**config.mk**
```make
export PLATFORM = sky130hd
export DESIGN_NAME = session_admission_table_core
export DESIGN_NICKNAME = d
export VERILOG_FILES = /design/src/rtl/sat_pkg.sv /design/src/rtl/session_admission_table_core.sv /design/src/rtl/sat_id_ram.sv /design/src/rtl/sat_ctrl.sv
export SDC_FILE = /design/constraint.sdc
export NUM_CORES = 1
export LEC_CHECK = 0
export BUFFER_PORTS_ARGS = -buffer_cell sky130_fd_sc_hd__buf_2
export CAP_MARGIN = 20
export CORE_MARGIN = 2
export CORE_UTILIZATION = 40
export DETAILED_ROUTE_END_ITERATION = 16
export GPL_TIMING_DRIVEN = 0
export PLACE_DENSITY_LB_ADDON = 0.2
export SLEW_MARGIN = 40
export SYNTH_ARGS = -nofsm -noshare
export SYNTH_HDL_FRONTEND = slang
export SYNTH_HIERARCHICAL = 1
export SYNTH_SLANG_ARGS = --single-unit
export TNS_END_PERCENT = 20
```
**constraint.sdc**
```tcl
create_clock -name clk -period 19.3 [get_ports clk]
set_input_delay 0.965 -clock clk [delete_from_list [all_inputs] [get_ports clk]]
set_output_delay 0.965 -clock clk [all_outputs]
set_load 0.05 [all_outputs]
```
**src/rtl/sat_pkg.sv**
```systemverilog
// Shared types and codes for the session admission table.
`default_nettype none

package sat_pkg;

    typedef logic [2:0] op_t;
    typedef logic [2:0] rc_t;

    localparam op_t OP_CLEAR  = 3'd0;
    localparam op_t OP_ADD    = 3'd1;
    localparam op_t OP_BEGIN  = 3'd2;
    localparam op_t OP_REPORT = 3'd3;
    localparam op_t OP_TICK   = 3'd4;
    localparam op_t OP_CANCEL = 3'd5;
    localparam op_t OP_REMOVE = 3'd6;

    localparam rc_t RC_OK      = 3'd0;
    localparam rc_t RC_WINDOW  = 3'd1;
    localparam rc_t RC_UNKNOWN = 3'd2;
    localparam rc_t RC_DUP     = 3'd3;
    localparam rc_t RC_FULL    = 3'd4;
    localparam rc_t RC_BADIDX  = 3'd5;

    localparam int CFG_IDX_W = 8;
    localparam int CFG_DATA_W = 16;
    localparam logic [CFG_IDX_W-1:0] CFG_TIMEOUT     = 8'd0;
    localparam logic [CFG_IDX_W-1:0] CFG_ACCEPT_CODE = 8'd1;

    localparam logic [15:0] TIMEOUT_RESET = 16'd8;
    localparam logic [7:0]  ACCEPT_RESET  = 8'd0;

    typedef struct packed {
        op_t         op;
        logic [63:0] node_iid;
        logic [7:0]  report_status;
        logic [5:0]  entry_index;
    } sat_req_t;

    typedef struct packed {
        rc_t        result_code;
        logic [6:0] member_count;
        logic       window_open;
        logic       admission_done;
        logic [6:0] accepted_total;
        logic [6:0] rejected_total;
        logic [6:0] silent_total;
        logic       table_empty;
        logic [5:0] match_index;
    } sat_rsp_t;

    typedef enum logic [2:0] {
        ST_IDLE,
        ST_EXEC,
        ST_FIND,
        ST_SHIFT,
        ST_COMPACT,
        ST_FINISH
    } state_t;

endpackage

`default_nettype wire

```
**src/rtl/session_admission_table_core.sv**
```systemverilog
// Top level: request/response handshake, config registers and response register.
// Steps: every request passes through EXEC and FINISH; an open-window report walks one entry
// per cycle in FIND, a close (by report or tick) adds a COMPACT walk over the table, and a
// good remove shifts the entries above the index down in SHIFT. FINISH waits for a free output.
// Throughput: one item at a time; no new request is taken until the block is back in IDLE.
// Reset: async active low; table empty, window closed, config back to 8 ticks / code 0.
`default_nettype none

module session_admission_table_core #(
    parameter int MAX_ENTRIES = 16
) (
    input  wire logic                              clk,
    input  wire logic                              rst_n,
    input  wire logic                              req_valid,
    output logic                                   req_ready,
    input  wire sat_pkg::sat_req_t                 req,
    output logic                                   rsp_valid,
    input  wire logic                              rsp_ready,
    output sat_pkg::sat_rsp_t                      rsp,
    input  wire logic                              cfg_valid,
    output logic                                   cfg_ready,
    input  wire logic [sat_pkg::CFG_IDX_W-1:0]     cfg_index,
    input  wire logic [sat_pkg::CFG_DATA_W-1:0]    cfg_data
);

    logic [15:0]       timeout_reg;
    logic [7:0]        accept_code_reg;
    logic              rsp_valid_reg;
    sat_pkg::sat_rsp_t rsp_reg;
    logic              idle;
    logic              out_free;
    logic              res_valid;
    sat_pkg::sat_rsp_t res;

    assign cfg_ready = 1'b1;
    assign req_ready = idle;
    assign out_free  = !rsp_valid_reg || rsp_ready;
    assign rsp_valid = rsp_valid_reg;
    assign rsp       = rsp_reg;

    sat_ctrl #(
        .MAX_ENTRIES (MAX_ENTRIES)
    ) u_ctrl (
        .clk           (clk),
        .rst_n         (rst_n),
        .start         (req_valid && idle),
        .item          (req),
        .out_free      (out_free),
        .timeout_ticks (timeout_reg),
        .accepted_code (accept_code_reg),
        .idle          (idle),
        .res_valid     (res_valid),
        .res           (res)
    );

    always_ff @(posedge clk or negedge rst_n)
    begin
        if (!rst_n)
        begin
            timeout_reg     <= sat_pkg::TIMEOUT_RESET;
            accept_code_reg <= sat_pkg::ACCEPT_RESET;
            rsp_valid_reg   <= 1'b0;
        end
        else
        begin
            if (cfg_valid && cfg_ready)
            begin
                if (cfg_index == sat_pkg::CFG_TIMEOUT)
                begin
                    timeout_reg <= cfg_data;
                end
                else if (cfg_index == sat_pkg::CFG_ACCEPT_CODE)
                begin
                    accept_code_reg <= cfg_data[7:0];
                end
            end
            if (res_valid)
            begin
                rsp_valid_reg <= 1'b1;
            end
            else if (rsp_ready)
            begin
                rsp_valid_reg <= 1'b0;
            end
        end
    end

    // Hold the response until its transfer completes.
    always_ff @(posedge clk)
    begin
        if (res_valid)
        begin
            rsp_reg <= res;
        end
    end

endmodule

`default_nettype wire

```
**src/rtl/sat_id_ram.sv**
```systemverilog
// Member identifier store: one write port, one registered read port.
`default_nettype none

module sat_id_ram #(
    parameter int DEPTH = 16,
    parameter int AW = 4
) (
    input  wire logic          clk,
    input  wire logic          we,
    input  wire logic [AW-1:0] waddr,
    input  wire logic [63:0]   wdata,
    input  wire logic [AW-1:0] raddr,
    output logic      [63:0]   rdata
);

    logic [63:0] mem [DEPTH];
    logic [63:0] rdata_reg;

    always_ff @(posedge clk)
    begin
        if (we)
        begin
            mem[waddr] <= wdata;
        end
        rdata_reg <= mem[raddr];
    end

    assign rdata = rdata_reg;

endmodule

`default_nettype wire

```
**src/rtl/sat_ctrl.sv**
```systemverilog
// Sequencer, table state and entry walker for the session admission table.
`default_nettype none

module sat_ctrl #(
    parameter int MAX_ENTRIES = 16
) (
    input  wire logic             clk,
    input  wire logic             rst_n,
    input  wire logic             start,
    input  wire sat_pkg::sat_req_t item,
    input  wire logic             out_free,
    input  wire logic [15:0]      timeout_ticks,
    input  wire logic [7:0]       accepted_code,
    output logic                  idle,
    output logic                  res_valid,
    output sat_pkg::sat_rsp_t     res
);

    localparam int AW = (MAX_ENTRIES > 1) ? $clog2(MAX_ENTRIES) : 1;
    localparam int CW = $clog2(MAX_ENTRIES + 1);
    localparam logic [CW-1:0] FULL_COUNT = CW'(MAX_ENTRIES);

    sat_pkg::state_t state_reg, state_next;

    sat_pkg::op_t     op_reg, op_next;
    logic [63:0]      iid_reg, iid_next;
    logic [7:0]       status_reg, status_next;
    logic [5:0]       idx_reg, idx_next;

    logic [CW-1:0]          count_reg, count_next;
    logic                   window_reg, window_next;
    logic [15:0]            countdown_reg, countdown_next;
    logic [MAX_ENTRIES-1:0] replied_reg, replied_next;
    logic [MAX_ENTRIES-1:0] accepted_reg, accepted_next;

    logic [CW-1:0]    ptr_reg, ptr_next;
    logic [CW-1:0]    wptr_reg, wptr_next;
    logic             pend_reg, pend_next;
    logic [AW-1:0]    proc_reg, proc_next;
    logic [CW-1:0]    acc_reg, acc_next;
    logic [CW-1:0]    rej_reg, rej_next;
    logic [CW-1:0]    sil_reg, sil_next;
    sat_pkg::rc_t     rc_reg, rc_next;
    logic [AW-1:0]    match_reg, match_next;
    logic             done_reg, done_next;
    logic             empty_reg, empty_next;

    logic             ram_we;
    logic [AW-1:0]    ram_waddr;
    logic [63:0]      ram_wdata;
    logic [AW-1:0]    ram_raddr;
    logic [63:0]      ram_rdata;

    logic [MAX_ENTRIES-1:0] valid_mask;
    logic [MAX_ENTRIES-1:0] keep_mask;
    logic [MAX_ENTRIES-1:0] hit_bit;
    logic [MAX_ENTRIES-1:0] rep_shift;
    logic [MAX_ENTRIES-1:0] acc_shift;
    logic [15:0]            cd_dec;
    logic [CW-1:0]          idx_cw;
    logic                   bad_idx;
    logic                   issue;
    logic                   walk_end;
    logic                   hit;
    logic                   all_answered;

    sat_id_ram #(
        .DEPTH (MAX_ENTRIES),
        .AW    (AW)
    ) u_ram (
        .clk   (clk),
        .we    (ram_we),
        .waddr (ram_waddr),
        .wdata (ram_wdata),
        .raddr (ram_raddr),
        .rdata (ram_rdata)
    );

    always_comb
    begin
        for (int j = 0; j < MAX_ENTRIES; j++)
        begin
            valid_mask[j] = CW'(j) < count_reg;
            keep_mask[j]  = CW'(j) < wptr_reg;
            hit_bit[j]    = AW'(j) == proc_reg;
        end
    end

    assign cd_dec       = (countdown_reg == '0) ? '0 : countdown_reg - 16'd1;
    assign idx_cw       = CW'(idx_reg);
    assign bad_idx      = {1'b0, idx_reg} >= 7'(count_reg);
    assign issue        = ptr_reg < count_reg;
    assign walk_end     = (ptr_reg == count_reg) && !pend_reg;
    assign hit          = pend_reg && (ram_rdata == iid_reg);
    assign all_answered = &(replied_reg | hit_bit | ~valid_mask);
    assign rep_shift    = replied_reg >> 1;
    assign acc_shift    = accepted_reg >> 1;

    // Next state
    always_comb
    begin
        state_next = state_reg;
        case (state_reg)
            sat_pkg::ST_IDLE:
            begin
                if (start)
                begin
                    state_next = sat_pkg::ST_EXEC;
                end
            end
            sat_pkg::ST_EXEC:
            begin
                case (op_reg)
                    sat_pkg::OP_REPORT:
                    begin
                        state_next = (window_reg && count_reg != '0) ?
                                     sat_pkg::ST_FIND : sat_pkg::ST_FINISH;
                    end
                    sat_pkg::OP_TICK:
                    begin
                        state_next = (window_reg && cd_dec == '0) ?
                                     sat_pkg::ST_COMPACT : sat_pkg::ST_FINISH;
                    end
                    sat_pkg::OP_REMOVE:
                    begin
                        state_next = bad_idx ? sat_pkg::ST_FINISH : sat_pkg::ST_SHIFT;
                    end
                    default:
                    begin
                        state_next = sat_pkg::ST_FINISH;
                    end
                endcase
            end
            sat_pkg::ST_FIND:
            begin
                if (hit)
                begin
                    state_next = (!replied_reg[proc_reg] && all_answered) ?
                                 sat_pkg::ST_COMPACT : sat_pkg::ST_FINISH;
                end
                else if (ptr_reg == count_reg)
                begin
                    state_next = sat_pkg::ST_FINISH;
                end
            end
            sat_pkg::ST_SHIFT,
            sat_pkg::ST_COMPACT:
            begin
                if (walk_end)
                begin
                    state_next = sat_pkg::ST_FINISH;
                end
            end
            sat_pkg::ST_FINISH:
            begin
                if (out_free)
                begin
                    state_next = sat_pkg::ST_IDLE;
                end
            end
            default:
            begin
                state_next = sat_pkg::ST_IDLE;
            end
        endcase
    end

    // Datapath and table updates
    always_comb
    begin
        op_next        = op_reg;
        iid_next       = iid_reg;
        status_next    = status_reg;
        idx_next       = idx_reg;
        count_next     = count_reg;
        window_next    = window_reg;
        countdown_next = countdown_reg;
        replied_next   = replied_reg;
        accepted_next  = accepted_reg;
        ptr_next       = ptr_reg;
        wptr_next      = wptr_reg;
        pend_next      = pend_reg;
        proc_next      = proc_reg;
        acc_next       = acc_reg;
        rej_next       = rej_reg;
        sil_next       = sil_reg;
        rc_next        = rc_reg;
        match_next     = match_reg;
        done_next      = done_reg;
        empty_next     = empty_reg;
        ram_we         = 1'b0;
        ram_waddr      = '0;
        ram_wdata      = iid_reg;
        ram_raddr      = ptr_reg[AW-1:0];

        case (state_reg)
            sat_pkg::ST_IDLE:
            begin
                if (start)
                begin
                    op_next     = item.op;
                    iid_next    = item.node_iid;
                    status_next = item.report_status;
                    idx_next    = item.entry_index;
                    ptr_next    = '0;
                    wptr_next   = '0;
                    pend_next   = 1'b0;
                    acc_next    = '0;
                    rej_next    = '0;
                    sil_next    = '0;
                    rc_next     = sat_pkg::RC_OK;
                    match_next  = '0;
                    done_next   = 1'b0;
                    empty_next  = 1'b0;
                end
            end
            sat_pkg::ST_EXEC:
            begin
                case (op_reg)
                    sat_pkg::OP_CLEAR:
                    begin
                        count_next     = '0;
                        window_next    = 1'b0;
                        countdown_next = '0;
                        replied_next   = '0;
                        accepted_next  = '0;
                    end
                    sat_pkg::OP_ADD:
                    begin
                        if (count_reg == FULL_COUNT)
                        begin
                            rc_next = sat_pkg::RC_FULL;
                        end
                        else
                        begin
                            ram_we     = 1'b1;
                            ram_waddr  = count_reg[AW-1:0];
                            count_next = count_reg + 1'b1;
                        end
                    end
                    sat_pkg::OP_BEGIN:
                    begin
                        replied_next   = '0;
                        accepted_next  = '0;
                        window_next    = 1'b1;
                        countdown_next = (timeout_ticks == '0) ? 16'd1 : timeout_ticks;
                    end
                    sat_pkg::OP_REPORT:
                    begin
                        if (!window_reg)
                        begin
                            rc_next = sat_pkg::RC_WINDOW;
                        end
                        else if (count_reg == '0)
                        begin
                            rc_next = sat_pkg::RC_UNKNOWN;
                        end
                    end
                    sat_pkg::OP_TICK:
                    begin
                        if (window_reg)
                        begin
                            countdown_next = cd_dec;
                        end
                    end
                    sat_pkg::OP_CANCEL:
                    begin
                        window_next    = 1'b0;
                        countdown_next = '0;
                    end
                    sat_pkg::OP_REMOVE:
                    begin
                        if (bad_idx)
                        begin
                            rc_next = sat_pkg::RC_BADIDX;
                        end
                        else
                        begin
                            // Marks shift in one step; identifiers follow in the walk.
                            for (int j = 0; j < MAX_ENTRIES; j++)
                            begin
                                if (CW'(j) >= idx_cw)
                                begin
                                    replied_next[j]  = rep_shift[j];
                                    accepted_next[j] = acc_shift[j];
                                end
                            end
                            ptr_next = idx_cw + 1'b1;
                        end
                    end
                    default:
                    begin
                    end
                endcase
            end
            sat_pkg::ST_FIND:
            begin
                ptr_next  = issue ? ptr_reg + 1'b1 : ptr_reg;
                pend_next = issue;
                proc_next = ptr_reg[AW-1:0];
                if (hit)
                begin
                    match_next = proc_reg;
                    if (replied_reg[proc_reg])
                    begin
                        rc_next = sat_pkg::RC_DUP;
                    end
                    else
                    begin
                        replied_next[proc_reg]  = 1'b1;
                        accepted_next[proc_reg] = status_reg == accepted_code;
                        if (all_answered)
                        begin
                            // Restart the walk for compaction.
                            ptr_next  = '0;
                            pend_next = 1'b0;
                        end
                    end
                end
                else if (ptr_reg == count_reg)
                begin
                    rc_next = sat_pkg::RC_UNKNOWN;
                end
            end
            sat_pkg::ST_SHIFT:
            begin
                ptr_next  = issue ? ptr_reg + 1'b1 : ptr_reg;
                pend_next = issue;
                proc_next = ptr_reg[AW-1:0];
                if (pend_reg)
                begin
                    ram_we    = 1'b1;
                    ram_waddr = AW'(proc_reg - 1'b1);
                    ram_wdata = ram_rdata;
                end
                if (walk_end)
                begin
                    count_next = count_reg - 1'b1;
                    empty_next = count_reg == CW'(1);
                end
            end
            sat_pkg::ST_COMPACT:
            begin
                ptr_next  = issue ? ptr_reg + 1'b1 : ptr_reg;
                pend_next = issue;
                proc_next = ptr_reg[AW-1:0];
                if (pend_reg)
                begin
                    if (replied_reg[proc_reg] && accepted_reg[proc_reg])
                    begin
                        ram_we    = 1'b1;
                        ram_waddr = wptr_reg[AW-1:0];
                        ram_wdata = ram_rdata;
                        wptr_next = wptr_reg + 1'b1;
                        acc_next  = acc_reg + 1'b1;
                    end
                    else if (replied_reg[proc_reg])
                    begin
                        rej_next = rej_reg + 1'b1;
                    end
                    else
                    begin
                        sil_next = sil_reg + 1'b1;
                    end
                end
                if (walk_end)
                begin
                    count_next     = wptr_reg;
                    replied_next   = keep_mask;
                    accepted_next  = keep_mask;
                    window_next    = 1'b0;
                    countdown_next = '0;
                    done_next      = 1'b1;
                    empty_next     = wptr_reg == '0;
                end
            end
            default:
            begin
            end
        endcase
    end

    // Result outputs
    always_comb
    begin
        idle               = state_reg == sat_pkg::ST_IDLE;
        res_valid          = (state_reg == sat_pkg::ST_FINISH) && out_free;
        res.result_code    = rc_reg;
        res.member_count   = 7'(count_reg);
        res.window_open    = window_reg;
        res.admission_done = done_reg;
        res.accepted_total = 7'(acc_reg);
        res.rejected_total = 7'(rej_reg);
        res.silent_total   = 7'(sil_reg);
        res.table_empty    = empty_reg;
        res.match_index    = 6'(match_reg);
    end

    always_ff @(posedge clk or negedge rst_n)
    begin
        if (!rst_n)
        begin
            state_reg     <= sat_pkg::ST_IDLE;
            count_reg     <= '0;
            window_reg    <= 1'b0;
            countdown_reg <= '0;
            replied_reg   <= '0;
            accepted_reg  <= '0;
            pend_reg      <= 1'b0;
        end
        else
        begin
            state_reg     <= state_next;
            count_reg     <= count_next;
            window_reg    <= window_next;
            countdown_reg <= countdown_next;
            replied_reg   <= replied_next;
            accepted_reg  <= accepted_next;
            pend_reg      <= pend_next;
        end
    end

    always_ff @(posedge clk)
    begin
        op_reg     <= op_next;
        iid_reg    <= iid_next;
        status_reg <= status_next;
        idx_reg    <= idx_next;
        ptr_reg    <= ptr_next;
        wptr_reg   <= wptr_next;
        proc_reg   <= proc_next;
        acc_reg    <= acc_next;
        rej_reg    <= rej_next;
        sil_reg    <= sil_next;
        rc_reg     <= rc_next;
        match_reg  <= match_next;
        done_reg   <= done_next;
        empty_reg  <= empty_next;
    end

`ifndef SYNTH
    a_count_bound: assert property (@(posedge clk) disable iff (!rst_n)
        count_reg <= FULL_COUNT)
        else $error("member count above table size");

    a_marks_in_range: assert property (@(posedge clk) disable iff (!rst_n)
        state_reg == sat_pkg::ST_IDLE |-> ((replied_reg | accepted_reg) & ~valid_mask) == '0)
        else $error("mark set beyond member count");

    a_accept_needs_reply: assert property (@(posedge clk) disable iff (!rst_n)
        (accepted_reg & ~replied_reg) == '0)
        else $error("accepted mark without reply mark");

    a_closed_no_countdown: assert property (@(posedge clk) disable iff (!rst_n)
        !window_reg |-> countdown_reg == '0)
        else $error("countdown running while window closed");
`endif

endmodule

`default_nettype wire

```
== Yosys cells after proc, flatten, opt, wreduce, memory -nomap -nowiden ==
Memory sizes are Yosys's and may differ from the RTL's. A register that Yosys moved wholly into a read port is not among the register bits.
Cells that the tools add are included.
Cells by class
  add/subtract/negate cells: 10
  order comparisons: 52
  eq/ne operators: 75
  mux-type cells: 139
  bitwise operators: 5
  reductions and logical operators: 70
Operators with widths (count)
  $mux W64: 3
  $mux W16: 11
  $pmux W16 S3: 3
  $pmux W64 S2: 1
  $reduce_and A7 Y1: 16
  $mux W5: 20
  $pmux W16 S2: 3
  $lt A4 B5 Y1 const A: 16
  $eq A64 B64 Y1: 1
  $ne A3 B2 Y1 const B: 20
  $mux W1: 53
  $pmux W5 S2: 5
  $logic_not A16 Y1: 3
  $or A16 B16 Y16: 3
  $mux W3: 15
  $ge A4 B5 Y1 const A: 8
  $lt A3 B5 Y1 const A: 8
  $add A5 B1 Y5 const B: 7
  $eq A4 B4 Y1 const A: 8
  $mux W4: 7
  $pmux W3 S3: 3
  $ge A3 B5 Y1 const A: 4
  $lt A1 B5 Y1 const A: 4
  $lt A2 B5 Y1 const A: 4
  other kinds (58): 125
Word-level totals
  register bits after elaboration: 232
  memory bits (writable): 1024
  input port bits: 110
  logic and storage cells: 415
  memories kept: 1
Memory list
  u_ctrl.u_ram.mem: words 16, width 64, read ports 1, clocked after memory_dff 1, wr ports 1, RTL line sat_id_ram.sv:16  | logic [63:0] mem [DEPTH];

== Depth between registers and ports, before layout ==
Gate-level depths: netlist (run 1).
  depth in word-level cells: 8
  mapped depth: 11
  mapped depth without buffers: 9

== Modules after synthesis ==
The synthesis (run 1) kept the hierarchy.
Modules (own cells, without submodules)
  sat_id_ram: instances 1, cells an instance 1647, area an instance 39581.7 um^2, sequential area each 32030.7 um^2
  sat_ctrl: instances 1, cells an instance 1222, area an instance 11902.7 um^2, sequential area each 5024.8 um^2
  session_admission_table_core: instances 1, cells an instance 101, area an instance 2224.6 um^2, sequential area each 1828.0 um^2

== Least setup slack after synthesis (run 1) ==
OpenSTA, ideal clock, no wires.
  kind: flip-flop to flip-flop
  start point: register u_ctrl.state_reg[0]
  end point: memory u_ctrl.u_ram.mem[0][0] (enable)
  library setup time: 0.565 ns
  arrival: 6.860 ns
  required time: 18.735 ns
  setup slack: 11.875 ns
  cell stages (with the launch flop): 9
  path buffers: 2
  clock period less this slack: 7.425 ns
  cells stage by stage: dfrtp_1 > clkbuf_1 > or3b_2 > clkbuf_1 > nor3_1 > a21boi_0 > or2_2 > or3b_2 > nor3_1
Between the ends
  longest elaborated chain between the ends: 4
Ends and longest elaborated chain
  start: declaration: RTL line sat_ctrl.sv:23  | sat_pkg::state_t state_reg, state_next;
  start signal: assignment: RTL line sat_ctrl.sv:403  | state_reg <= sat_pkg::ST_IDLE;
  start signal: assignment: RTL line sat_ctrl.sv:413  | state_reg <= state_next;
  $eq A3 B3 Y1, or another cell as far along: RTL line sat_ctrl.sv:196  | case (state_reg)
  $pmux W1 S3 (*): RTL line sat_ctrl.sv:196
  via u_ctrl.ram_we: RTL line sat_ctrl.sv:48  | logic ram_we;
  $mux W1 (*): RTL line sat_id_ram.sv:21  | if (we)
  $mux W1 (not written as such) (*): RTL line sat_id_ram.sv:23  | mem[waddr] <= wdata;
  end: declaration: RTL line sat_id_ram.sv:16
The timed path passes the listed nets; every way through them passes the cells marked *.

== Final worst setup path (run 1) ==
  start point: register u_ctrl.proc_reg[1]
  end point: memory u_ctrl.u_ram.mem[12][15] (enable)
Between the ends
  longest elaborated chain between the ends: 8
Ends and longest elaborated chain
  start: declaration: RTL line sat_ctrl.sv:39  | logic [AW-1:0] proc_reg, proc_next;
  start signal: assignment: RTL line sat_ctrl.sv:431  | proc_reg <= proc_next;
  $bmux W1 S4: RTL line sat_ctrl.sv:349  | if (replied_reg[proc_reg] && accepted_reg[proc_reg])
  $mux W1 (not written as such): RTL line sat_ctrl.sv:349
  $logic_and A1 B1 Y1 (*): RTL line sat_ctrl.sv:349
  $mux W1 (*): RTL line sat_ctrl.sv:349
  $mux W1 (*): RTL line sat_ctrl.sv:347  | if (pend_reg)
  $pmux W1 S3 (*): RTL line sat_ctrl.sv:196
  via u_ctrl.ram_we: RTL line sat_ctrl.sv:48
  $mux W1 (*): RTL line sat_id_ram.sv:21
  $mux W1 (not written as such) (*): RTL line sat_id_ram.sv:23
The timed path passes the listed nets; every way through them passes the cells marked *. The select of a mux whose other input is x is not followed.

==> flow_summary.toml, run 1 <==
[timing]
finalSetupViolCount = 0
hold_viol_final = 0
setup_tns_ns = 0
period_needed_ns = 6.15
rsz0062_at_grt = "false"
worst_hold_slack_ns = 0.0716
drv_slew = 0
min_period_over_period_pct = 31.9
clock-skew-final_ns = 0.0228
slew_headroom_pct = 39.1
tightest_slew_ns = 0.913
max_freq_ghz = 0.163

[global_route]
grt_overflow = 0
antenna_found_initial = 2
grt_pass1_wl_mm = 218
grt_max_degree = 53
grt_pass1_vias = 30200
grt_usage_pct = 22.2

[cts]
cts_buffer_depth = 3
cts_tree = "done"
cts_made_buffers = 145
cts_root_buffer = "clkbuf_16"
h-tree-depth = 4
clock_latency_ns = 0.77
ctsHoldBuffers = 0
cts_resized = 0
postCtsSetupBuffers = 0
cts.clk_slew.worst_paths_ns = 0.06
cts_sinks = 1330

[placed_design]
portBuffers = 151
post-place-cells = 5038
dp_hpwl_mm = 102
gp_congestion = 0.937

[power_and_ir_drop]
switching_share_pct = 19.8
power.leakage_nw = 22.3
power_frac_comb_pct = 0.5
seqPwrFrac_pct = 51.9
internal_power_mw = 4.79
p_per_area_nw_per_um2 = 93.3
p_sw_mw = 1.18
peakVddDrop_uv = 82.8
pwr-share-clk_pct = 47.7

[critical_path]
setup.worst_path.class = "reg2reg"
crit_start = "u_ctrl/proc_reg[1]"
worst-path-buf-inv = 8
critical_path.max_fanout = 10
cp_top_family = "buffers and inverters"
path_cells = "clkbuf_1, mux4_2, a22oi_1, nand3_1, nand4_1, nand2_1, buf_2, buf_2, or2_2, nand3_1, nor3_2, buf_4, buf_2, buf_4, buf_4, buf_2"
crit_arrival_ns = 6.60
reg2reg_depth = 16
path_depth = 16
cp_common_cell = "buf_2"
end_kind = "flip-flop"
required_ns = 19.75
startpoint_type = "flip-flop"
max_stage_delay_ns = 0.63
cp_slowest_cell = "clkbuf_1"
r2r-start = "u_ctrl/proc_reg[1]"

[yosys]
synth_edf_count = 1183
yosysMostFrequentCell = "edfxtp_1"
synthArstFlopShare_pct = 6.24
ys.flop_type = "edfxtp_1"
synth_warnings = 6
synth_common_cells = "1183 x edfxtp_1, 265 x mux4_2, 168 x nand2_1, 132 x a22oi_1, 100 x nor2_1"
ys_ff_latch = 1330
synth_area_sq_um = 53700
netlist.area_leader.share_pct = 66.1
synth_top_cell_by_area = "edfxtp_1"
ys_seq_area_share_pct = 72.4
avgSynthCellArea_sq_um = 18.1
yosys-top-cells-area = "edfxtp_1 66%, mux4_2 11%, dfrtp_1 3.8%"
netlist_instances = 2970
yosysUniqueCellTypes = 87

[drt]
vias = 30100
drt_iter0_markers = 3430
drt.antenna.violating_nets = 0
wl_mm = 151
drc = 0
vias_per_cell = 5.67
wl_per_cell_um = 28.5
dr.pass1.iters = 6

[layout]
n_fill_cell = 11200
regArea_sq_um = 38900
antenna_cells = 0
finalNonFillerCells = 5309
multi_input_area_sq_um = 14100
fin_util_pct = 48.0
syn2layout_area_growth_pct = 19.1
largest_reg_flops = 1024
drive_gt1_share_pct = 28.8
layout.nets = 3557

[run]
maxCapViolations = 0

[die]
die_h_um = 370
dieArea_sq_um = 137000
die_w_um = 370
pin_count = 153
start_util_pct = 40.3
core_sq_um = 133000
fp-row-count = 134

[run_status]
status = "completed"

[min_path]
hold_path_class = "in2async"
[layer usage]
layer | up-vias | routed length, um | GRT usage (%)
li1 | 12900 | - | -
met3 | 214 | 10900 | 4.31
met1 | 15800 | 64300 | 31.0
met2 | 1208 | 72600 | 35.8
met5 | - | 0 | 0
met4 | 0 | 3530 | 5.86
[cells by family after synthesis]
family / after synthesis / synth area share, %
flops: 1330 / 72.4
simple gates: 505 / 4.72
compound gates: 424 / 5.18
mux: 383 / 13.6
buf+inv: 205 / 1.86
xor+xnor: 92 / 1.50
fa+ha+maj: 29 / 0.676
other cells: 2 / 0.0140
[per-stage QoR]
| stage | setup WS [ns] | power, mW | area [sq um] |
|---|---|---|---|
| after CTS | 13.22 | 6.03 | 64000 |
| after floorplan | 11.88 | 3.16 | 53700 |
| after global routing | 13.00 | 6.15 | 64000 |
| final | 13.15 | 5.97 | 64000 |
| after detailed placement | 13.25 | 3.19 | 59000 |
| after global placement | 3.28 | 3.18 | 56700 |
[cell usage in the layout, fill, tap and decap left out, types with 14 or more instances in the layout]
cell       count
o21ai_0       87
nand4_1       18
nand3_1       36
clkbuf_1     104
xnor2_1       24
nor2_1        86
buf_6         21
edfxtp_1    1183
nor3_1        23
dfxtp_1       64
clkinv_2      23
buf_8         35
a22oi_1      132
mux4_2       265
xor2_1        68
a21oi_1       95
buf_16        40
clkinv_1      21
bufinv_16     15
clkbuf_16    149
buf_2        194
nand2b_1      22
mux2_2        95
nor2_4        14
clkbuf_2      26
ha_1          29
inv_1         38
nor4_1        23
buf_4         66
nor2b_1       25
dfrtp_1       82
nand2_1      168
[cell type report]
class	instances	area share [%]
flip-flops and latches	1330	60.8
multi-input cells	1444	22.0
clock buffers	196	6.29
repair buffers	292	4.45
well taps	1768	3.46
clock inverters	74	1.43
plain buffers	165	1.39
inverters	40	0.246
[path summary, 6_finish.rpt]
path / end / slack [ns]
min in group clk: u_ctrl/iid_reg[41] / 0.36
hold / removal: u_ctrl/countdown_reg[14] / 0.07
hold reg to reg: rsp[3] / 0.42
setup / recovery: u_ctrl/u_ram/mem[12][15] / 13.15
max in group asynchronous: u_ctrl/replied_reg[6] / 18.63
setup reg to reg: u_ctrl/u_ram/mem[12][15] / 13.15
[power by group through the flow]
| stage | logic [mW] | clock network, mW | registers (mW) |
|---|---|---|---|
| CTS | 0.0286 | 2.91 | 3.10 |
| global route | 0.0310 | 3.02 | 3.10 |
| floorplan | 0.00774 | 0 | 3.16 |
| detailed placement | 0.0284 | 0 | 3.16 |
| finish | 0.0281 | 2.84 | 3.10 |
| global placement | 0.0273 | 0 | 3.16 |
No activity file was read; power rests on OpenSTA's default activity.
==> run 2: changes to the inputs <==
clock period = 6.4 ns   (was 19.3 ns; I/O delays follow)
==> run 2 against run 1 <==
Core utilization is 0.75 points higher. Clock skew is 0.017 ns higher. Final area up 1.6%. Critical path depth stayed put. Final cell count rose by 1.9%. Clock power grew to 2.9 times the previous value. Non-clock buffer count rose by 102. Largest cell class unchanged.
==> flow_summary.toml, run 2 (synthesized netlist as in run 1, its figures left out) <==
[critical_path]
reg2reg_depth = 16
reg2reg_to = "u_ctrl/u_ram/mem[8][14]"
startpoint_type = "flip-flop"
r2r-start = "u_ctrl/proc_reg[1]"
cp_top_family = "buffers and inverters"
cp_common_cell = "buf_4"
crit_arrival_ns = 6.77
path_cells = "clkbuf_1, mux4_2, nand3_1, nand3_1, nand4_1, nand2_1, buf_2, buf_2, or2_2, nand3b_1, nor3_2, buf_4, buf_4, buf_4, buf_2, buf_4"
critical_path.max_fanout = 11
max_stage_delay_ns = 0.66
cp_slowest_cell = "buf_2"
end_kind = "flip-flop"
required_ns = 6.87
setup.worst_path.class = "reg2reg"
worst-path-buf-inv = 8
r2r_slack_ns = 0.1

[cts]
cts_sinks = 1330
ctsHoldBuffers = 104
cts.clk_slew.worst_paths_ns = 0.05
cts_made_buffers = 145
cts_resized = 0
postCtsSetupBuffers = 0
cts_buffer_depth = 3
cts_tree = "done"
h-tree-depth = 4
clock_latency_ns = 0.78
cts_root_buffer = "clkbuf_16"

[min_path]
min_from = "cfg_index[6]"
min_path_cells = 4
hold_path_class = "in2reg"
worst_hold_path.endpoint = "timeout_reg[6]"

[layout]
drive_gt1_share_pct = 27.6
layout_common_cells = "1183 x edfxtp_1, 265 x mux4_2, 190 x buf_2"
postLayoutCellArea_sq_um = 65000
syn2layout_area_growth_pct = 21.0
finalNonFillerCells = 5409
layout.nets = 3659
final_common_cell = "edfxtp_1"
n_fill_cell = 11100
largest_reg_flops = 1024

[drt]
wl_mm = 151
vias_per_cell = 5.63
dr.pass1.iters = 6
drc = 0
vias = 30500
drt.antenna.violating_nets = 0
wl_per_cell_um = 28.0
drt_iter0_markers = 3481

[placed_design]
gp_congestion = 0.939
placed_cell_area_sq_um = 59200
portBuffers = 151
post-place-cells = 5037
dp_hpwl_mm = 103

[power_and_ir_drop]
power_mw = 17.7
p_per_area_nw_per_um2 = 273
peakVddDrop_uv = 265
power.leakage_nw = 22.7

[timing]
max_freq_ghz = 0.159
rsz0062_at_grt = "false"
clock-skew-final_ns = 0.0394
min_period_over_period_pct = 98.5
slew_headroom_pct = 39.8
tightest_slew_ns = 0.903
finalSetupViolCount = 0
worst_hold_slack_ns = 0.104
drv_slew = 0
period_needed_ns = 6.30
hold_viol_final = 0

[global_route]
antenna_found_initial = 4
grt_pass1_wl_mm = 220
grt_usage_pct = 22.4
grt_pass1_vias = 30800
grt_max_degree = 54
grt_overflow = 0

[die]
die_h_um = 370
start_util_pct = 40.3
die_w_um = 370
fp-row-count = 134
core_sq_um = 133000
dieArea_sq_um = 137000
pin_count = 153

[run_status]
status = "completed"

[run]
maxCapViolations = 0
==> run 2: layout make-up <==
class,instances,area (sq um),area share [%]
Timing Repair Buffer,394,4080,6.27
Buffer,165,890,1.37
Sequential cell,1330,38900,59.8
Clock buffer,213,4040,6.21
Clock inverter,53,678,1.04
Tap cell,1768,2210,3.40
Multi-Input combinational cell,1444,14100,21.6
Antenna cell,2,5.00,0.00770
Inverter,40,158,0.243
==> run 2: routing by layer <==
layer | track usage, % | share of wire, % | vias to the layer above
li1 | - | - | 13100
met1 | 31.5 | 43 | 16000
met2 | 36.3 | 48 | 1227
met3 | 3.43 | 6.8 | 213
met4 | 6.03 | 2.2 | 0
met5 | 0 | 0 | -
==> run 2: worst reg2reg max path: stages, from the launching register on <==
cell and delay, ns:
edfxtp_1 0.45, clkbuf_1 0.59, mux4_2 0.38, nand3_1 0.08, nand3_1 0.42, nand4_1 0.31, nand2_1 0.29, buf_2 0.52
buf_2 0.67, or2_2 0.29, nand3b_1 0.30, nor3_2 0.59, buf_4 0.29, buf_4 0.20, buf_4 0.20, buf_2 0.23
buf_4 0.20
==> run 2: worst max path at each step <==
| stage | from | end | slack [ns] | cells past startpoint |
|---|---|---|---|---|
| final | u_ctrl/proc_reg[1] | u_ctrl/u_ram/mem[8][14] | 0.1 | 16 |
| after CTS | u_ctrl/proc_reg[1] | u_ctrl/u_ram/mem[8][14] | 0.23 | 16 |
| after global routing | u_ctrl/proc_reg[1] | u_ctrl/u_ram/mem[8][14] | 0.03 | 16 |
| after floorplan | u_ctrl/state_reg[0] | u_ctrl/u_ram/mem[12][0] | -0.68 | 8 |
| after detailed placement | u_ctrl/proc_reg[1] | u_ctrl/u_ram/mem[8][14] | 0.26 | 16 |
| after global placement | u_ctrl/proc_reg[1] | u_ctrl/u_ram/mem[8][14] | -9.66 | 11 |
==> run 2: where the power goes <==
group          switching, mW  internal, mW  total, mW
combinational         0.0513        0.0844      0.136
clock                   3.48          4.79       8.26
sequential           0.00676          9.33       9.34
total                   3.54          14.2       17.7
==> run 2: through the flow <==
stage                     setup WS [ns]  util (%)  TNS [ns]
after floorplan                  -0.685         -   -130.84
after global placement            -9.66      42.6  -5987.42
after detailed placement          0.260      44.4         0
after CTS                         0.225      48.7         0
after global routing             0.0286      48.8         0
final                            0.0965      48.8         0
